===== src/hdl/mlfq_pkg.sv =====
// Shared types and constants of the multilevel feedback scheduler.
// Used by the channel interfaces, the controller, the datapath and the top level.
`default_nettype none

package mlfq_pkg;

    localparam int ID_W   = 6;
    localparam int MODE_W = 2;
    localparam int LVL_W  = 2;
    localparam int PRIO_W = 4;
    localparam int QNT_W  = 4;

    localparam int PROC_SLOTS_DEF = 64;
    localparam int AGE_WIDTH_DEF  = 16;

    typedef enum logic [MODE_W-1:0] {
        MODE_ADMIT = 2'd0,
        MODE_ENQ   = 2'd1,
        MODE_DEQ   = 2'd2,
        MODE_BOOST = 2'd3
    } t_mode;

    localparam logic [LVL_W-1:0] LVL_0    = 2'd0;
    localparam logic [LVL_W-1:0] LVL_1    = 2'd1;
    localparam logic [LVL_W-1:0] LVL_HEAP = 2'd2;

    localparam logic [QNT_W-1:0] QNT_L0 = 4'd4;
    localparam logic [QNT_W-1:0] QNT_L1 = 4'd6;
    localparam logic [QNT_W-1:0] QNT_L2 = 4'd8;

    typedef enum logic [2:0] {
        CTX_ENQ,
        CTX_DEQ,
        CTX_B0,
        CTX_B1,
        CTX_B2
    } t_ctx;

    typedef enum logic [4:0] {
        S_IDLE, S_DISP, S_ADM_WR, S_ENQ_RD, S_ENQ_WR, S_RPUSH, S_HPUSH,
        S_RB_INIT, S_RB_NEXT, S_SD_CHK, S_SD_IK, S_SD_L, S_SD_LK, S_SD_LC,
        S_SD_R, S_SD_RK, S_SD_RC, S_SD_X, S_SD_Y, S_HP_A, S_HP_B, S_HP_C,
        S_RP_A, S_RP_B, S_DQ_RD, S_DQ_WR, S_B0_A, S_B0_B, S_BST_RD, S_BST_WR,
        S_DONE
    } t_state;

    typedef enum logic [4:0] {
        OP_NONE, OP_DISP, OP_ADM_WR, OP_ENQ_RD, OP_ENQ_WR, OP_RPUSH, OP_HPUSH,
        OP_RB_INIT, OP_RB_NEXT, OP_SD_CHK, OP_SD_IK, OP_SD_L, OP_SD_LK, OP_SD_LC,
        OP_SD_R, OP_SD_RK, OP_SD_RC, OP_SD_X, OP_SD_Y, OP_HP_A, OP_HP_B, OP_HP_C,
        OP_RP_A, OP_RP_B, OP_DQ_RD, OP_DQ_WR, OP_B0_A, OP_B0_B, OP_BST_RD,
        OP_BST_WR, OP_DONE
    } t_op;

    typedef struct packed {
        t_op  op;
        logic ring;     // ring to pop from
    } t_cmd;

    typedef struct packed {
        t_mode            mode;
        logic             pid_ok;
        logic             run;
        logic [LVL_W-1:0] lvl;
        logic             enq_heap;
        logic [1:0]       ring_empty;
        logic             heap_empty;
        logic             sd_leaf;
        logic             sd_has_r;
        logic             sd_same;
        logic             rb_zero;
        logic             walk_end;
        logic             out_free;
    } t_stat;

endpackage

`default_nettype wire


===== src/hdl/mlfq_in_if.sv =====
// Request channel of the scheduler: valid/ready plus one request word.
// Depends on mlfq_pkg for field widths.
`default_nettype none

interface mlfq_in_if import mlfq_pkg::*; ();
    logic              valid;
    logic              ready;
    logic [MODE_W-1:0] mode;
    logic [ID_W-1:0]   proc_id;
    logic              runnable;
    logic [LVL_W-1:0]  level;
    logic [PRIO_W-1:0] priority_req;

    modport source (output valid, mode, proc_id, runnable, level, priority_req,
                    input ready);
    modport sink   (input valid, mode, proc_id, runnable, level, priority_req,
                    output ready);
endinterface

`default_nettype wire


===== src/hdl/mlfq_out_if.sv =====
// Result channel of the scheduler: valid/ready plus one result word.
// Depends on mlfq_pkg for field widths.
`default_nettype none

interface mlfq_out_if import mlfq_pkg::*; ();
    logic             valid;
    logic             ready;
    logic             found;
    logic [ID_W-1:0]  chosen_id;
    logic [QNT_W-1:0] ticks_left;
    logic [LVL_W-1:0] chosen_level;

    modport source (output valid, found, chosen_id, ticks_left, chosen_level,
                    input ready);
    modport sink   (input valid, found, chosen_id, ticks_left, chosen_level,
                    output ready);
endinterface

`default_nettype wire


===== src/hdl/mlfq_ctrl.sv =====
// Sequencer of the scheduler: walks each request through its micro steps.
// Depends on mlfq_pkg; drives the datapath by t_cmd and reads t_stat back.
`default_nettype none

module mlfq_ctrl import mlfq_pkg::*; (
    input  wire logic  i_clk,
    input  wire logic  i_rst_n,
    input  wire logic  i_in_valid,
    output logic       o_in_ready,
    input  wire t_stat i_stat,
    output t_cmd       o_cmd
);

    t_state r_state, n_state;
    t_ctx   r_ctx, n_ctx;
    t_state ret_state;

    always_ff @(posedge i_clk) begin
        if (!i_rst_n) begin
            r_state <= S_IDLE;
            r_ctx   <= CTX_ENQ;
        end else begin
            r_state <= n_state;
            r_ctx   <= n_ctx;
        end
    end

    // where a finished sift goes back to
    always_comb begin
        unique case (r_ctx)
            CTX_ENQ: ret_state = S_RB_NEXT;
            CTX_DEQ: ret_state = S_DQ_RD;
            default: ret_state = S_BST_RD;
        endcase
    end

    always_comb begin
        n_state = r_state;
        n_ctx   = r_ctx;
        unique case (r_state)
            S_IDLE:    if (i_in_valid) n_state = S_DISP;
            S_DISP: begin
                unique case (i_stat.mode)
                    MODE_ADMIT: begin
                        n_ctx   = CTX_ENQ;
                        n_state = i_stat.pid_ok ? S_ADM_WR : S_DONE;
                    end
                    MODE_ENQ: begin
                        n_ctx   = CTX_ENQ;
                        n_state = (i_stat.pid_ok && i_stat.run) ? S_ENQ_RD : S_DONE;
                    end
                    MODE_DEQ: begin
                        n_ctx = CTX_DEQ;
                        if (i_stat.lvl == LVL_HEAP)     n_state = S_HP_A;
                        else if (i_stat.lvl == LVL_0 || i_stat.lvl == LVL_1)
                                                        n_state = S_RP_A;
                        else                            n_state = S_DONE;
                    end
                    default: begin
                        n_ctx   = CTX_B0;
                        n_state = S_B0_A;
                    end
                endcase
            end
            S_ADM_WR:  n_state = S_RB_INIT;
            S_ENQ_RD:  n_state = S_ENQ_WR;
            S_ENQ_WR:  n_state = i_stat.enq_heap ? S_HPUSH : S_RPUSH;
            S_RPUSH: begin
                unique case (r_ctx)
                    CTX_ENQ: n_state = S_RB_INIT;
                    CTX_B1:  n_state = S_RP_A;
                    CTX_B2:  n_state = S_HP_A;
                    default: n_state = S_DONE;
                endcase
            end
            S_HPUSH:   n_state = S_RB_INIT;
            S_RB_INIT: n_state = S_RB_NEXT;
            S_RB_NEXT: n_state = i_stat.rb_zero ? S_DONE : S_SD_CHK;
            S_SD_CHK:  n_state = i_stat.sd_leaf ? ret_state : S_SD_IK;
            S_SD_IK:   n_state = S_SD_L;
            S_SD_L:    n_state = S_SD_LK;
            S_SD_LK:   n_state = S_SD_LC;
            S_SD_LC:   n_state = i_stat.sd_has_r ? S_SD_R : S_SD_X;
            S_SD_R:    n_state = S_SD_RK;
            S_SD_RK:   n_state = S_SD_RC;
            S_SD_RC:   n_state = S_SD_X;
            S_SD_X:    n_state = i_stat.sd_same ? ret_state : S_SD_Y;
            S_SD_Y:    n_state = S_SD_CHK;
            S_HP_A:    n_state = i_stat.heap_empty ? S_DONE : S_HP_B;
            S_HP_B:    n_state = S_HP_C;
            S_HP_C:    n_state = S_SD_CHK;
            S_RP_A: begin
                if (!i_stat.ring_empty[o_cmd.ring]) begin
                    n_state = S_RP_B;
                end else if (r_ctx == CTX_B1) begin
                    n_ctx   = CTX_B2;
                    n_state = S_HP_A;
                end else begin
                    n_state = S_DONE;
                end
            end
            S_RP_B:    n_state = (r_ctx == CTX_DEQ) ? S_DQ_RD : S_BST_RD;
            S_DQ_RD:   n_state = S_DQ_WR;
            S_DQ_WR:   n_state = S_DONE;
            S_B0_A: begin
                if (i_stat.walk_end) begin
                    n_ctx   = CTX_B1;
                    n_state = S_RP_A;
                end else begin
                    n_state = S_B0_B;
                end
            end
            S_B0_B:    n_state = S_BST_RD;
            S_BST_RD:  n_state = S_BST_WR;
            S_BST_WR:  n_state = (r_ctx == CTX_B0) ? S_B0_A : S_RPUSH;
            S_DONE:    if (i_stat.out_free) n_state = S_IDLE;
            default:   n_state = S_IDLE;
        endcase
    end

    always_comb begin
        o_in_ready = (r_state == S_IDLE);
        o_cmd.ring = (r_ctx == CTX_DEQ) ? i_stat.lvl[0] : 1'b1;
        unique case (r_state)
            S_IDLE:    o_cmd.op = OP_NONE;
            S_DISP:    o_cmd.op = OP_DISP;
            S_ADM_WR:  o_cmd.op = OP_ADM_WR;
            S_ENQ_RD:  o_cmd.op = OP_ENQ_RD;
            S_ENQ_WR:  o_cmd.op = OP_ENQ_WR;
            S_RPUSH:   o_cmd.op = OP_RPUSH;
            S_HPUSH:   o_cmd.op = OP_HPUSH;
            S_RB_INIT: o_cmd.op = OP_RB_INIT;
            S_RB_NEXT: o_cmd.op = OP_RB_NEXT;
            S_SD_CHK:  o_cmd.op = OP_SD_CHK;
            S_SD_IK:   o_cmd.op = OP_SD_IK;
            S_SD_L:    o_cmd.op = OP_SD_L;
            S_SD_LK:   o_cmd.op = OP_SD_LK;
            S_SD_LC:   o_cmd.op = OP_SD_LC;
            S_SD_R:    o_cmd.op = OP_SD_R;
            S_SD_RK:   o_cmd.op = OP_SD_RK;
            S_SD_RC:   o_cmd.op = OP_SD_RC;
            S_SD_X:    o_cmd.op = OP_SD_X;
            S_SD_Y:    o_cmd.op = OP_SD_Y;
            S_HP_A:    o_cmd.op = OP_HP_A;
            S_HP_B:    o_cmd.op = OP_HP_B;
            S_HP_C:    o_cmd.op = OP_HP_C;
            S_RP_A:    o_cmd.op = OP_RP_A;
            S_RP_B:    o_cmd.op = OP_RP_B;
            S_DQ_RD:   o_cmd.op = OP_DQ_RD;
            S_DQ_WR:   o_cmd.op = OP_DQ_WR;
            S_B0_A:    o_cmd.op = OP_B0_A;
            S_B0_B:    o_cmd.op = OP_B0_B;
            S_BST_RD:  o_cmd.op = OP_BST_RD;
            S_BST_WR:  o_cmd.op = OP_BST_WR;
            S_DONE:    o_cmd.op = OP_DONE;
            default:   o_cmd.op = OP_NONE;
        endcase
    end

endmodule

`default_nettype wire


===== src/hdl/mlfq_dp.sv =====
// Datapath of the scheduler: process table, two rings, heap and result word.
// Depends on mlfq_pkg; executes one t_cmd step per cycle, reports t_stat.
`default_nettype none

module mlfq_dp import mlfq_pkg::*; #(
    parameter int PROC_SLOTS = PROC_SLOTS_DEF,
    parameter int AGE_WIDTH  = AGE_WIDTH_DEF
) (
    input  wire logic              i_clk,
    input  wire logic              i_rst_n,
    input  wire logic              i_accept,
    input  wire logic [MODE_W-1:0] i_mode,
    input  wire logic [ID_W-1:0]   i_proc_id,
    input  wire logic              i_runnable,
    input  wire logic [LVL_W-1:0]  i_level,
    input  wire logic [PRIO_W-1:0] i_priority_req,
    input  wire logic              i_out_ready,
    output logic                   o_out_valid,
    output logic                   o_found,
    output logic [ID_W-1:0]        o_chosen_id,
    output logic [QNT_W-1:0]       o_ticks_left,
    output logic [LVL_W-1:0]       o_chosen_level,
    input  wire t_cmd              i_cmd,
    output t_stat                  o_stat
);

    localparam int IW   = $clog2(PROC_SLOTS);
    localparam int CW   = $clog2(PROC_SLOTS + 1);
    localparam int LW   = CW + 1;
    localparam int RS   = PROC_SLOTS + 1;
    localparam int RIW  = $clog2(RS);
    localparam int RAW  = $clog2(2 * RS);
    localparam int KEYW = PRIO_W + AGE_WIDTH;
    localparam int PW   = LVL_W + QNT_W + KEYW;
    localparam int XW   = (CW > ID_W) ? CW : ID_W;

    function automatic logic [RIW-1:0] f_wrap(input logic [RIW-1:0] x);
        return (x == RIW'(PROC_SLOTS)) ? '0 : x + 1'b1;
    endfunction

    function automatic logic [RAW-1:0] f_raddr(input logic sel, input logic [RIW-1:0] x);
        return (sel ? RAW'(RS) : '0) + RAW'(x);
    endfunction

    // a served before b: lower priority value, then larger elapsed count
    function automatic logic f_before(input logic [KEYW-1:0] a, input logic [KEYW-1:0] b);
        logic [PRIO_W-1:0] pa, pb;
        pa = a[KEYW-1 -: PRIO_W];
        pb = b[KEYW-1 -: PRIO_W];
        if (pa != pb) return pa < pb;
        return a[AGE_WIDTH-1:0] > b[AGE_WIDTH-1:0];
    endfunction

    // storage
    logic [PW-1:0]   mem_p [PROC_SLOTS];
    logic [ID_W-1:0] mem_h [PROC_SLOTS];
    logic [ID_W-1:0] mem_r [2*RS];

    logic [PROC_SLOTS-1:0] r_pv;
    logic [PW-1:0]         r_pq;
    logic                  r_pqv;
    logic [ID_W-1:0]       r_hq, r_rq;

    // control registers
    logic [RIW-1:0] r_head0, r_head1, r_tail0, r_tail1;
    logic [CW-1:0]  r_cnt;
    logic           r_ovalid;

    // working registers
    t_mode             r_mode;
    logic [ID_W-1:0]   r_pid, r_wid, r_cid, r_tid, r_bid;
    logic              r_run;
    logic [LVL_W-1:0]  r_lvl;
    logic [PRIO_W-1:0] r_pri;
    logic              r_psel;
    logic [RIW-1:0]    r_walk;
    logic [CW-1:0]     r_bld;
    logic [IW-1:0]     r_i, r_bidx;
    logic [KEYW-1:0]   r_bkey;
    logic              r_res_found;
    logic [ID_W-1:0]   r_res_id;
    logic [QNT_W-1:0]  r_res_ticks;
    logic [LVL_W-1:0]  r_res_lvl;
    logic              r_o_found;
    logic [ID_W-1:0]   r_o_id;
    logic [QNT_W-1:0]  r_o_ticks;
    logic [LVL_W-1:0]  r_o_lvl;

    // decoded record
    logic [PW-1:0]          p_eff;
    logic [LVL_W-1:0]       p_lvl;
    logic [QNT_W-1:0]       p_q;
    logic [PRIO_W-1:0]      p_pr;
    logic [AGE_WIDTH-1:0]   p_age;
    logic [KEYW-1:0]        p_key;

    logic [LVL_W-1:0]       e_lvl;
    logic [QNT_W-1:0]       e_q;
    logic [PRIO_W-1:0]      e_pr;
    logic [AGE_WIDTH-1:0]   e_age;
    logic                   e_heap;
    logic                   e_ring;
    logic [QNT_W-1:0]       q_dec;

    logic [RIW-1:0] ps_head, ps_tail, ps_nt, pp_head;
    logic           ps_full;
    logic [LW-1:0]  l_ext, r_ext, cnt_ext;
    logic           out_free;

    logic              we_p, we_h, we_r;
    logic [IW-1:0]     wa_p, ra_p, wa_h, ra_h;
    logic [PW-1:0]     wd_p;
    logic [ID_W-1:0]   wd_h;
    logic [RAW-1:0]    wa_r, ra_r;

    assign p_eff = r_pqv ? r_pq : '0;
    assign p_lvl = p_eff[PW-1 -: LVL_W];
    assign p_q   = p_eff[PW-LVL_W-1 -: QNT_W];
    assign p_pr  = p_eff[KEYW-1 -: PRIO_W];
    assign p_age = p_eff[AGE_WIDTH-1:0];
    assign p_key = p_eff[KEYW-1:0];

    assign q_dec = (p_q != '0) ? p_q - 1'b1 : p_q;

    always_comb begin
        e_age = '0;
        e_pr  = p_pr;
        e_lvl = p_lvl;
        e_q   = p_q;
        if (p_q == '0) begin
            if (p_lvl == LVL_0) begin
                e_lvl  = LVL_1;
                e_q    = QNT_L1;
                e_heap = 1'b0;
                e_ring = 1'b1;
            end else begin
                if (p_lvl == LVL_HEAP && p_pr != '0) e_pr = p_pr - 1'b1;
                e_lvl  = LVL_HEAP;
                e_q    = QNT_L2;
                e_heap = 1'b1;
                e_ring = 1'b0;
            end
        end else begin
            e_age  = (p_age == '1) ? p_age : p_age + 1'b1;
            e_heap = (p_lvl >= LVL_HEAP);
            e_ring = p_lvl[0];
        end
    end

    assign ps_head = r_psel ? r_head1 : r_head0;
    assign ps_tail = r_psel ? r_tail1 : r_tail0;
    assign ps_nt   = f_wrap(ps_tail);
    assign ps_full = (ps_nt == ps_head);
    assign pp_head = i_cmd.ring ? r_head1 : r_head0;

    assign l_ext   = LW'({r_i, 1'b1});
    assign r_ext   = l_ext + LW'(1);
    assign cnt_ext = LW'(r_cnt);
    assign out_free = !r_ovalid || i_out_ready;

    // memory addressing
    always_comb begin
        we_p = 1'b0;
        wa_p = IW'(r_wid);
        wd_p = '0;
        ra_p = IW'(r_hq);
        we_h = 1'b0;
        wa_h = r_i;
        wd_h = r_bid;
        ra_h = r_i;
        we_r = 1'b0;
        wa_r = f_raddr(r_psel, ps_tail);
        ra_r = f_raddr(i_cmd.ring, pp_head);
        unique case (i_cmd.op)
            OP_ADM_WR: begin
                we_p = 1'b1;
                wa_p = IW'(r_pid);
                wd_p = {LVL_0, QNT_L0, r_pri, {AGE_WIDTH{1'b0}}};
            end
            OP_ENQ_RD: ra_p = IW'(r_pid);
            OP_ENQ_WR: begin
                we_p = 1'b1;
                wa_p = IW'(r_pid);
                wd_p = {e_lvl, e_q, e_pr, e_age};
            end
            OP_RPUSH:  we_r = !ps_full;
            OP_HPUSH: begin
                we_h = (r_cnt < CW'(PROC_SLOTS));
                wa_h = IW'(r_cnt);
                wd_h = r_wid;
            end
            OP_SD_L:   ra_h = IW'(l_ext);
            OP_SD_R:   ra_h = IW'(r_ext);
            OP_SD_X:   we_h = (r_bidx != r_i);
            OP_SD_Y: begin
                we_h = 1'b1;
                wa_h = r_bidx;
                wd_h = r_cid;
            end
            OP_HP_A:   ra_h = '0;
            OP_HP_B:   ra_h = IW'(r_cnt - 1'b1);
            OP_HP_C: begin
                we_h = 1'b1;
                wa_h = '0;
                wd_h = r_hq;
            end
            OP_DQ_RD, OP_BST_RD: ra_p = IW'(r_wid);
            OP_DQ_WR: begin
                we_p = 1'b1;
                wd_p = {p_lvl, q_dec, p_key};
            end
            OP_BST_WR: begin
                we_p = 1'b1;
                wd_p = {LVL_0, QNT_L0, p_key};
            end
            OP_B0_A:   ra_r = f_raddr(1'b0, r_walk);
            default: ;
        endcase
    end

    always_ff @(posedge i_clk) begin
        if (we_p) mem_p[wa_p] <= wd_p;
        if (we_h) mem_h[wa_h] <= wd_h;
        if (we_r) mem_r[wa_r] <= r_wid;
        r_pq  <= mem_p[ra_p];
        r_pqv <= r_pv[ra_p];
        r_hq  <= mem_h[ra_h];
        r_rq  <= mem_r[ra_r];
    end

    always_ff @(posedge i_clk) begin
        if (!i_rst_n) begin
            r_pv     <= '0;
            r_head0  <= '0;
            r_head1  <= '0;
            r_tail0  <= '0;
            r_tail1  <= '0;
            r_cnt    <= '0;
            r_ovalid <= 1'b0;
        end else begin
            if (we_p) r_pv[wa_p] <= 1'b1;
            if (i_cmd.op == OP_RP_B) begin
                if (i_cmd.ring) r_head1 <= f_wrap(r_head1);
                else            r_head0 <= f_wrap(r_head0);
            end
            if (i_cmd.op == OP_RPUSH && !ps_full) begin
                if (r_psel) r_tail1 <= ps_nt;
                else        r_tail0 <= ps_nt;
            end
            if (i_cmd.op == OP_HPUSH && r_cnt < CW'(PROC_SLOTS)) r_cnt <= r_cnt + 1'b1;
            if (i_cmd.op == OP_HP_B) r_cnt <= r_cnt - 1'b1;
            if (i_cmd.op == OP_DONE && out_free) r_ovalid <= 1'b1;
            else if (i_out_ready)                r_ovalid <= 1'b0;
        end
    end

    always_ff @(posedge i_clk) begin
        if (i_accept) begin
            r_mode      <= t_mode'(i_mode);
            r_pid       <= i_proc_id;
            r_run       <= i_runnable;
            r_lvl       <= i_level;
            r_pri       <= i_priority_req;
            r_res_found <= 1'b0;
            r_res_id    <= '0;
            r_res_ticks <= '0;
            r_res_lvl   <= '0;
        end
        unique case (i_cmd.op)
            OP_DISP:    r_walk <= r_head0;
            OP_ENQ_WR: begin
                r_wid  <= r_pid;
                r_psel <= e_ring;
            end
            OP_RB_INIT: r_bld <= r_cnt >> 1;
            OP_RB_NEXT: begin
                if (r_bld != '0) begin
                    r_bld <= r_bld - 1'b1;
                    r_i   <= IW'(r_bld - 1'b1);
                end
            end
            OP_SD_IK:   r_cid <= r_hq;
            OP_SD_L: begin
                r_bidx <= r_i;
                r_bid  <= r_cid;
                r_bkey <= p_key;
            end
            OP_SD_LK, OP_SD_RK: r_tid <= r_hq;
            OP_SD_LC: begin
                if (f_before(p_key, r_bkey)) begin
                    r_bidx <= IW'(l_ext);
                    r_bid  <= r_tid;
                    r_bkey <= p_key;
                end
            end
            OP_SD_RC: begin
                if (f_before(p_key, r_bkey)) begin
                    r_bidx <= IW'(r_ext);
                    r_bid  <= r_tid;
                    r_bkey <= p_key;
                end
            end
            OP_SD_Y:    r_i <= r_bidx;
            OP_HP_B:    r_wid <= r_hq;
            OP_HP_C:    r_i <= '0;
            OP_RP_B:    r_wid <= r_rq;
            OP_B0_B: begin
                r_wid  <= r_rq;
                r_walk <= f_wrap(r_walk);
            end
            OP_DQ_WR: begin
                r_res_found <= 1'b1;
                r_res_id    <= r_wid;
                r_res_ticks <= q_dec;
                r_res_lvl   <= p_lvl;
            end
            OP_BST_WR:  r_psel <= 1'b0;
            OP_DONE: begin
                if (out_free) begin
                    r_o_found <= r_res_found;
                    r_o_id    <= r_res_id;
                    r_o_ticks <= r_res_ticks;
                    r_o_lvl   <= r_res_lvl;
                end
            end
            default: ;
        endcase
    end

    always_comb begin
        o_stat.mode       = r_mode;
        o_stat.pid_ok     = XW'(r_pid) < XW'(PROC_SLOTS);
        o_stat.run        = r_run;
        o_stat.lvl        = r_lvl;
        o_stat.enq_heap   = e_heap;
        o_stat.ring_empty = {r_head1 == r_tail1, r_head0 == r_tail0};
        o_stat.heap_empty = (r_cnt == '0);
        o_stat.sd_leaf    = (l_ext >= cnt_ext);
        o_stat.sd_has_r   = (r_ext < cnt_ext);
        o_stat.sd_same    = (r_bidx == r_i);
        o_stat.rb_zero    = (r_bld == '0);
        o_stat.walk_end   = (r_walk == r_tail0);
        o_stat.out_free   = out_free;
    end

    assign o_out_valid    = r_ovalid;
    assign o_found        = r_o_found;
    assign o_chosen_id    = r_o_id;
    assign o_ticks_left   = r_o_ticks;
    assign o_chosen_level = r_o_lvl;

    a_cnt_bound: assert property (@(posedge i_clk) disable iff (!i_rst_n)
        r_cnt <= CW'(PROC_SLOTS))
        else $error("heap count beyond capacity");

    a_empty_word: assert property (@(posedge i_clk) disable iff (!i_rst_n)
        (r_ovalid && !r_o_found) |-> (r_o_id == '0 && r_o_ticks == '0 && r_o_lvl == '0))
        else $error("empty result word carries data");

    a_ticks_range: assert property (@(posedge i_clk) disable iff (!i_rst_n)
        (r_ovalid && r_o_found) |-> (r_o_ticks < QNT_L2 && r_o_lvl <= LVL_HEAP))
        else $error("result quantum or level out of range");

    a_pop_nonempty: assert property (@(posedge i_clk) disable iff (!i_rst_n)
        (i_cmd.op == OP_HP_B) |-> (r_cnt != '0))
        else $error("heap pop on empty heap");

endmodule

`default_nettype wire


===== src/hdl/mlfq_process_scheduler_top.sv =====
// Top level of the multilevel feedback scheduler: sequencer plus datapath.
// Depends on mlfq_pkg, mlfq_in_if, mlfq_out_if, mlfq_ctrl and mlfq_dp.
//
// Usage:
//   i_in carries one request word per handshake (mode, proc_id, runnable,
//   level, priority_req); o_out returns exactly one result word per request.
//   Requests are taken one at a time: i_in.ready is high only while the
//   sequencer is idle. A result sits in an output register, so the next
//   request is accepted while an earlier result waits for o_out.ready; the
//   sequencer only stalls at its final step if that register is still full.
//   A dequeue from the heap ends with one sift; boost takes one sift per
//   heap entry. Admit and enqueue end with a heap rebuild: count/2 sifts,
//   each preceded by one step. A sift stops at a leaf or once the node
//   settles, and descends up to log2(PROC_SLOTS) levels. The heap and
//   process memories each have a single read port, so a sift reads the
//   node and its children one after another.
//   Reset (synchronous, active low) empties both rings and the heap and
//   returns every process record to zero; no clearing pass is needed.
`default_nettype none

module mlfq_process_scheduler_top import mlfq_pkg::*; #(
    parameter int PROC_SLOTS = PROC_SLOTS_DEF,
    parameter int AGE_WIDTH  = AGE_WIDTH_DEF
) (
    input  wire logic i_clk,
    input  wire logic i_rst_n,
    mlfq_in_if.sink   i_in,
    mlfq_out_if.source o_out
);

    t_cmd  cmd;
    t_stat stat;
    logic  in_ready;

    assign i_in.ready = in_ready;

    mlfq_ctrl u_ctrl (
        .i_clk      (i_clk),
        .i_rst_n    (i_rst_n),
        .i_in_valid (i_in.valid),
        .o_in_ready (in_ready),
        .i_stat     (stat),
        .o_cmd      (cmd)
    );

    mlfq_dp #(
        .PROC_SLOTS (PROC_SLOTS),
        .AGE_WIDTH  (AGE_WIDTH)
    ) u_dp (
        .i_clk          (i_clk),
        .i_rst_n        (i_rst_n),
        .i_accept       (i_in.valid && in_ready),
        .i_mode         (i_in.mode),
        .i_proc_id      (i_in.proc_id),
        .i_runnable     (i_in.runnable),
        .i_level        (i_in.level),
        .i_priority_req (i_in.priority_req),
        .i_out_ready    (o_out.ready),
        .o_out_valid    (o_out.valid),
        .o_found        (o_out.found),
        .o_chosen_id    (o_out.chosen_id),
        .o_ticks_left   (o_out.ticks_left),
        .o_chosen_level (o_out.chosen_level),
        .i_cmd          (cmd),
        .o_stat         (stat)
    );

endmodule

`default_nettype wire


===== src/flat_wrapper.sv =====
// flat-port wrapper written by rule: the top's interface ports become plain ports
module mlfq_process_scheduler_top_flat import mlfq_pkg::*;
#(
    parameter int PROC_SLOTS = PROC_SLOTS_DEF,
    parameter int AGE_WIDTH  = AGE_WIDTH_DEF
)
  (i_clk, i_rst_n, i_in_valid, i_in_mode, i_in_proc_id, i_in_runnable, i_in_level, i_in_priority_req, i_in_ready, o_out_valid, o_out_found, o_out_chosen_id, o_out_ticks_left, o_out_chosen_level, o_out_ready);
  mlfq_in_if i_in_i ();
  mlfq_out_if o_out_i ();
  input  wire logic i_clk;
  input  wire logic i_rst_n;
  input wire logic [$bits(i_in_i.valid)-1:0] i_in_valid;
  input wire logic [$bits(i_in_i.mode)-1:0] i_in_mode;
  input wire logic [$bits(i_in_i.proc_id)-1:0] i_in_proc_id;
  input wire logic [$bits(i_in_i.runnable)-1:0] i_in_runnable;
  input wire logic [$bits(i_in_i.level)-1:0] i_in_level;
  input wire logic [$bits(i_in_i.priority_req)-1:0] i_in_priority_req;
  output wire logic [$bits(i_in_i.ready)-1:0] i_in_ready;
  output wire logic [$bits(o_out_i.valid)-1:0] o_out_valid;
  output wire logic [$bits(o_out_i.found)-1:0] o_out_found;
  output wire logic [$bits(o_out_i.chosen_id)-1:0] o_out_chosen_id;
  output wire logic [$bits(o_out_i.ticks_left)-1:0] o_out_ticks_left;
  output wire logic [$bits(o_out_i.chosen_level)-1:0] o_out_chosen_level;
  input wire logic [$bits(o_out_i.ready)-1:0] o_out_ready;
  assign i_in_i.valid = i_in_valid;
  assign i_in_i.mode = i_in_mode;
  assign i_in_i.proc_id = i_in_proc_id;
  assign i_in_i.runnable = i_in_runnable;
  assign i_in_i.level = i_in_level;
  assign i_in_i.priority_req = i_in_priority_req;
  assign i_in_ready = i_in_i.ready;
  assign o_out_valid = o_out_i.valid;
  assign o_out_found = o_out_i.found;
  assign o_out_chosen_id = o_out_i.chosen_id;
  assign o_out_ticks_left = o_out_i.ticks_left;
  assign o_out_chosen_level = o_out_i.chosen_level;
  assign o_out_i.ready = o_out_ready;
  mlfq_process_scheduler_top #(.PROC_SLOTS(PROC_SLOTS), .AGE_WIDTH(AGE_WIDTH)) u_core (.i_clk(i_clk), .i_rst_n(i_rst_n), .i_in(i_in_i), .o_out(o_out_i));
endmodule

===== config.mk =====
export PLATFORM = sky130hd
export DESIGN_NAME = mlfq_process_scheduler_top_flat
export DESIGN_NICKNAME = d
export VERILOG_FILES = /design/src/hdl/mlfq_pkg.sv /design/src/hdl/mlfq_in_if.sv /design/src/hdl/mlfq_out_if.sv /design/src/hdl/mlfq_ctrl.sv /design/src/hdl/mlfq_dp.sv /design/src/hdl/mlfq_process_scheduler_top.sv /design/src/flat_wrapper.sv
export SDC_FILE = /design/constraint.sdc
export NUM_CORES = 2
export LEC_CHECK = 0
export BUFFER_PORTS_ARGS = -buffer_cell sky130_fd_sc_hd__buf_4
export CORE_ASPECT_RATIO = 0.5
export CORE_MARGIN = 8
export CORE_UTILIZATION = 25
export CTS_BUF_LIST = sky130_fd_sc_hd__clkbuf_16
export DETAILED_ROUTE_END_ITERATION = 10
export GPL_TIMING_DRIVEN = 0
export MAX_ROUTING_LAYER = met4
export PLACE_DENSITY = 0.36
export SYNTH_ARGS = -nofsm -noshare
export SYNTH_HDL_FRONTEND = slang
export SYNTH_SLANG_ARGS = --single-unit

===== constraint.sdc =====
create_clock -name i_clk -period 8.8 [get_ports i_clk]
set_clock_uncertainty 0.2 [all_clocks]
set_input_delay 0.88 -clock i_clk [delete_from_list [all_inputs] [get_ports i_clk]]
set_output_delay 0.88 -clock i_clk [all_outputs]
set_load 0.03 [all_outputs]

After elaboration in Yosys (flattened, before gate mapping):

Memories as Yosys holds them, arrays and structs flattened. A register that Yosys moved wholly into a read port is not among the register bits.
Cells that the tools add are included.

* add/subtract/negate cells: 13
* $mul: 0
* divide/modulo/power cells: 0
* order comparisons: 10
* eq/ne operators: 87
* shift-type cells: 0
* mux-type cells: 108
* bitwise gates (word level): 3
* reductions and logical operators: 50

Operator list (count)
* $eq A5 B5 Y1 const B: 29
* $pmux W5 S29: 1
* $pmux W6 S3: 6
* $pmux W26 S4: 1
* $mux W7: 12
* $eq A5 B4 Y1 const B: 15
* $or A64 B64 Y64: 1
* $pmux W20 S3: 1
* $mux W4: 14
* $mux W5: 10
* $mux W6: 8
* $eq A5 B3 Y1 const B: 8
* $mux W20: 2
* $add A7 B1 Y7 const B: 5
* $mux W16: 2
* $pmux W5 S3: 2
* $eq A7 B7 Y1: 4
* $eq A7 B7 Y1 const B: 4
* $pmux W7 S2: 2
* $mux W1: 27
* $mux W26: 1
* $pmux W6 S4: 1
* $eq A5 B2 Y1 const B: 4
* $add A16 B1 Y16 const B: 1
* 54 further kinds: 110

* register bits: 221
* bits in latches: 0
* bits in writable memories: 2828
* bits in read-only memories: 160
* input port bits: 19
* output and inout bits: 15
* word-level logic and storage cells: 308
* memories: 4

Memory list
* u_core.u_dp.mem_p: depth 64, bits a word 26, read ports 1, clocked after memory_dff 1, wr ports 1, RTL line mlfq_dp.sv:55 `logic [PW-1:0] mem_p [PROC_SLOTS];`
* u_core.u_dp.mem_r: depth 130, bits a word 6, read ports 1, clocked after memory_dff 1, wr ports 1, RTL line mlfq_dp.sv:57 `logic [ID_W-1:0] mem_r [2*RS];`
* u_core.u_dp.mem_h: depth 64, bits a word 6, read ports 1, clocked after memory_dff 1, wr ports 1, RTL line mlfq_dp.sv:56 `logic [ID_W-1:0] mem_h [PROC_SLOTS];`
* (name not given): depth 32, bits a word 5, read ports 1, clocked after memory_dff 1, wr ports 0, RTL line mlfq_ctrl.sv:124 `unique case (r_state)`

Depth between registers and ports, before layout:

* word-level depth: 8
* depth in mapped cells: 19
* gate-level depth less buffers: 13

Cells and area by module:

Synthesis repeated with hierarchy kept, for this count alone.

* cells, all modules: 9885
* area total of the unflattened synthesis: 127602.4 µm²

Modules (own cells, without submodules)
* mlfq_dp: times used 1, cells an instance 9709, area each 126292.4 µm², seq. area each 91057.3 µm²
* mlfq_ctrl: times used 1, cells an instance 175, area each 1303.8 µm², seq. area each 260.2 µm²
* mlfq_process_scheduler_top: times used 1, cells an instance 1, area each 6.3 µm², seq. area each 0.0 µm²

Worst setup path after synthesis:

No wires, ideal clock.

* kind: register to register
* start: register u_core.u_dp.r_pqv
* end: memory u_core.u_dp.mem_p[0][11] in the netlist's numbering (data pin)
* library setup time: 905 ps
* arrival time: 5582 ps
* data required time: 7695 ps
* path slack: 2113 ps
* cell stages (with the launch flop): 10
* path buffers: 2
* period minus slack after synthesis: 6687 ps
* cell sequence: dfxtp_1 clkbuf_1 clkbuf_1 and2_1 ha_1 nand4_1 nor4bb_1 nor3_1 nand4_1 o41ai_1

* longest elaborated chain between the ends: 5
* elaborated cells between the ends (all ways): 7
* those cells by class: add/sub (1); eq/ne (1); mux (4); reduce/logical (1)

Ends and longest elaborated chain
* from (decl): RTL line mlfq_dp.sv:61 `logic r_pqv;`
* from (signal assigned): RTL line mlfq_dp.sv:226 `r_pqv <= r_pv[ra_p];`
* $mux W26 (*): RTL line mlfq_dp.sv:116 `assign p_eff = r_pqv ? r_pq : '0;`
* net u_core.u_dp.p_eff[1]: RTL line mlfq_dp.sv:90 `logic [PW-1:0] p_eff;`
* $add A16 B1 Y16 or $eq A16 B16 Y1 (tied branches): RTL line mlfq_dp.sv:144 `e_age = (p_age == '1) ? p_age : p_age + 1'b1;`
* $mux W16 (*): RTL line mlfq_dp.sv:144
* $mux W16 (*): RTL line mlfq_dp.sv:130 `if (p_q == '0) begin`
* $pmux W26 S4 (*): RTL line mlfq_dp.sv:174 `unique case (i_cmd.op)`
* net u_core.u_dp.wd_p[11]: RTL line mlfq_dp.sv:112 `logic [PW-1:0] wd_p;`
* to (decl): RTL line mlfq_dp.sv:55

The timed path passes the listed nets; every way through them passes the cells marked *.

Worst setup path in the final report:

* start: register u_core.u_dp.r_lvl[0]
* end: register u_core.u_dp.r_rq[5] (read register of u_core.u_dp.mem_r)

* longest elaborated chain between the ends: 4
* elaborated cells between the ends (all ways): 5
* those cells by class: add/sub (1); mux (4)

Ends and longest elaborated chain
* from (decl): RTL line mlfq_dp.sv:73 `logic [LVL_W-1:0] r_lvl;`
* from (signal assigned): RTL line mlfq_dp.sv:262 `r_lvl <= i_level;`
* $mux W1 (*): RTL line mlfq_ctrl.sv:123 `o_cmd.ring = (r_ctx == CTX_DEQ) ? i_stat.lvl[0] : 1'b1;`
* $mux W7, on equally long branches: RTL line mlfq_dp.sv:42, mlfq_dp.sv:154
* $add A7 B7 Y8 (*): RTL line mlfq_dp.sv:42 `return (sel ? RAW'(RS) : '0) + RAW'(x);`
* $mux W8 (*): RTL line mlfq_dp.sv:174
* to (decl): RTL line mlfq_dp.sv:62 `logic [ID_W-1:0] r_hq, r_rq;`

Every way passes the cells marked *; elsewhere a longest branch is shown, timed or not.
A chain may end at the register's enable or synchronous reset.

==> flow_summary_export.csv <==
group,metric,value,unit
grt,grt_overflow,0,
sta,period_needed,8620,ps
floorplan,die_area,537000,um^2
floorplan,die-height,522,um
grt,grt_max_degree,65,
sta,period_share,0.980,
clocking,clockRootBuffer,"clkbuf_16",
grt,antenna_found_initial,49,
place,place.detailed.hpwl,356000,um
setup_path,max_stage_delay,1180,ps
power,p_per_area,309,nW/um^2
finish,finalNonFillerCells,17508,
clocking,cts_tree,"yes",
flow_run,max-cap-violations,4,
setup_path,critPathMaxFanout,10,
floorplan,die_w,1030,um
finish,fillers,51939,
setup_path,required,9260,ps
setup_path,start_kind,"flip-flop",
synthesis,ys_top_cells_by_area,"edfxtp_1, nand2_1, nand3_1",
clocking,post_cts_resized,0,
sta,setup_viol,0,
sta,worst_slew_pin_slew,1500,ps
sta,slew_headroom,-0.00358,
setup_path,worst-setup-path-type,"flip-flop to flip-flop",
synthesis,synthDistinctLibCells,94,
finish,regArea,91300,um^2
synthesis,synth_edf_count,2939,
place,io_buffers,32,
grt,grt_pass1_vias,82725,
min_path,min_path_cells,1,
clocking,cts.sinks,3092,
synthesis,synth-seq-cells,3092,
route,via_per_inst,4.90,
clocking,clk_pin_slew,60,ps
finish,synthToLayoutAreaGrowth,18.1,%
setup_path,crit_path_end_kind,"flip-flop",
finish,multi_input_area,34500,um^2
sta,hold_ws,87.4,ps
grt,grt_pass1_wl,693000,um
clocking,cts_max_path_buffers,4,
route,avgRoutedWirePerCell,28.8,um
sta,rsz0062_at_grt,"no",
setup_path,r2r_cells,16,
setup_path,crit_chain,"nor4b_4 > buf_2 > nand2_1 > o21ai_0 > ha_1 > clkbuf_1 > nand2_1 > mux2i_1 > o31a_1 > buf_2 > clkbuf_1 > clkbuf_1 > nor4_1 > nor4_1 > o21ai_1 > nor4_1",
synthesis,ys_seq_area_frac,0.713,
power,p_switching,18.6,mW
finish,drive_gt1_frac,0.102,
route,vias,85718,
power,peakVddDrop,0.157,mV
status,violations,"max-capacitance violations, max-slew violations",
min_path,hold_path.class,"input pin to flip-flop",
place,dp_cells,16911,
sta,max_freq,116,MHz
route,drt_first_iter_violations,8884,
setup_path,path_delay_family,"simple AND/OR/NAND/NOR gates",
setup_path,crit_arrival,9090,ps
route,first_pass_iters,9,
sta,finalHoldViolCount,0,
power,internal-power,28.2,mW
floorplan,rows,186,
synthesis,synth_top_area_cell,"edfxtp_1",
setup_path,worstSetupPathDepth,16,
synthesis,syn_inst,9856,
synthesis,synth_top_area_share,0.689,
clocking,cts_htree_levels,5,
setup_path,reg2reg_from,"u_core.u_dp.r_lvl[0]$_DFFE_PP_",
power,pwr-share-seq,0.367,
grt,grt_use_total,0.186,
clocking,insertion_delay,930,ps
power,pwr-share-clk,0.287,
status,status,"finished, violations left",
route,drc,0,
synthesis,synth_area_per_cell,13.0,um^2
clocking,cts_buffers,309,
setup_path,r2r_end,"u_core.u_dp.r_rq[5]$_DFF_P_",
setup_path,reg2reg_slack,180,ps
power,p_leak,49.3,nW
route,ant_nets,0,
synthesis,netlist_area,128000,um^2
floorplan,coreArea,512000,um^2
min_path,hold_end,"u_core.u_dp.r_pri[0]$_DFFE_PP_",
setup_path,crit_slowest_cell,"nor4_1",
route,wl,505000,um
power,power_switching_share,0.398,
sta,final-max-slew-violation-count,11,
place,gp_congestion,0.881,
setup_path,crit_buf_inv,5,
synthesis,synth_warnings,0,
synthesis,ys.flop_type,"edfxtp_1",
finish,num-nets-final,10443,
synthesis,yosysMostFrequentCell,"edfxtp_1",
floorplan,initial_utilization,0.250,
sta,tns,0,ps
power,combPwrFrac,0.346,
synthesis,synth.top_cells.by_count,"edfxtp_1, nand2_1, nand3_1, nor2_1, clkbuf_1",
synthesis,syn_nets,9924,
floorplan,ios,34,
min_path,holdCritStartpoint,"i_in_priority_req[0]",
synthesis,synthArstFlopShare,0,
-- stage by stage --
stage / utilization / setup WS (ps) / power, mW / cell area, um^2
finish: 0.296 / 177 / 46.8 / 151000
global placement: 0.267 / -10210 / 33.3 / 137000
global route: 0.295 / 340 / 48.6 / 151000
CTS: 0.295 / 509 / 47.2 / 151000
detailed placement: 0.276 / 579 / 33.7 / 141000
floorplan: - / 2110 / 25.4 / 128000
-- what timing repair did --
action | in CTS | in global routing
endpoints found under the hold margin | 13 | 0
endpoints found under the setup margin | 0 | 0
hold buffers | 13 | 0
buffers inserted | 0 | 0
-- cells by family (layout without fill, tap and decap cells) --
group / Yosys count / count (layout) / share of synthesized area
AOI/OAI and AO/OA: 1254 / 1254 / 0.0740
xor gates and xnor gates: 94 / 94 / 0.00643
adders and majority gates: 49 / 49 / 0.00479
buffers and inverters: 744 / 1512 / 0.0246
DFF: 3092 / 3092 / 0.713
muxes: 283 / 283 / 0.0301
other: 0 / 22 / 0
and+or+nand+nor: 4340 / 4340 / 0.147
-- placed cells by master (no fill, tap or decap), types with 41 or more instances in the layout --
cell / count
a31oi_1: 129
nand2_1: 2357
nor2b_1: 45
clkinv_2: 47
clkbuf_1: 399
nor2_4: 64
and3_1: 234
inv_1: 149
nor2_1: 441
o21a_1: 41
dfxtp_1: 153
buf_12: 66
buf_2: 172
a21oi_1: 155
nand3_1: 949
o21ai_0: 92
buf_4: 63
xnor2_1: 56
edfxtp_1: 2939
clkbuf_16: 317
buf_1: 65
a221o_1: 57
mux4_2: 80
a22oi_1: 46
a311oi_1: 318
mux2i_1: 181
buf_16: 67
ha_1: 49
clkinv_1: 59
a211oi_1: 127
-- metal layers --
metal  vias up  global-route usage  part of all wire
li1      38094                   -                 -
met1     44327               0.259              0.47
met4         0              0.0449             0.027
met2      2661               0.288              0.45
met5         -                   -                 0
met3       636              0.0240             0.053
-- power groups by stage --
stage / Sequential, mW / Clock, mW / Combinational, mW
after floorplan: 17.5 / 0 / 7.84
after global placement: 18.0 / 0 / 15.4
after detailed placement: 17.5 / 0 / 16.2
after CTS: 17.2 / 13.7 / 16.2
after global routing: 17.2 / 14.2 / 17.2
final: 17.2 / 13.4 / 16.2
-- area by class of cell --
type / count / area share
Sequential cell: 3092 / 0.604
Inverter: 71 / 0.00176
Tap cell: 6862 / 0.0567
Clock buffer: 317 / 0.0524
Timing Repair Buffer: 208 / 0.0257
Multi-Input combinational cell: 6020 / 0.228
Antenna cell: 22 / 0.000364
Clock inverter: 243 / 0.0124
Buffer: 673 / 0.0191
-- state kept, by name (all words and copies together), names as in the netlist, 20 cells and up --
register,flops
u_core.u_dp.r_pv,64
u_core.u_dp.mem_h,384
u_core.u_dp.r_bkey,20
u_core.u_dp.mem_r,780
u_core.u_dp.r_pq,26
u_core.u_dp.mem_p,1664
-- worst max path at each step --
stage / end / from / slack [ps]
detailed placement: u_core.u_dp.r_rq[5]$_DFF_P_ / u_core.u_dp.r_lvl[0]$_DFFE_PP_ / 580
global route: u_core.u_dp.r_rq[5]$_DFF_P_ / u_core.u_dp.r_lvl[0]$_DFFE_PP_ / 340
CTS: u_core.u_dp.r_rq[5]$_DFF_P_ / u_core.u_dp.r_lvl[0]$_DFFE_PP_ / 510
global placement: u_core.u_dp.mem_p[16][11]$_DFFE_PP_ / u_core.u_dp.r_pqv$_DFF_P_ / -10210
finish: u_core.u_dp.r_rq[5]$_DFF_P_ / u_core.u_dp.r_lvl[0]$_DFFE_PP_ / 180
floorplan: u_core.u_dp.mem_p[0][11]$_DFFE_PP_ / u_core.u_dp.r_pqv$_DFF_P_ / 2110
Power figures use the tool's default switching activity.
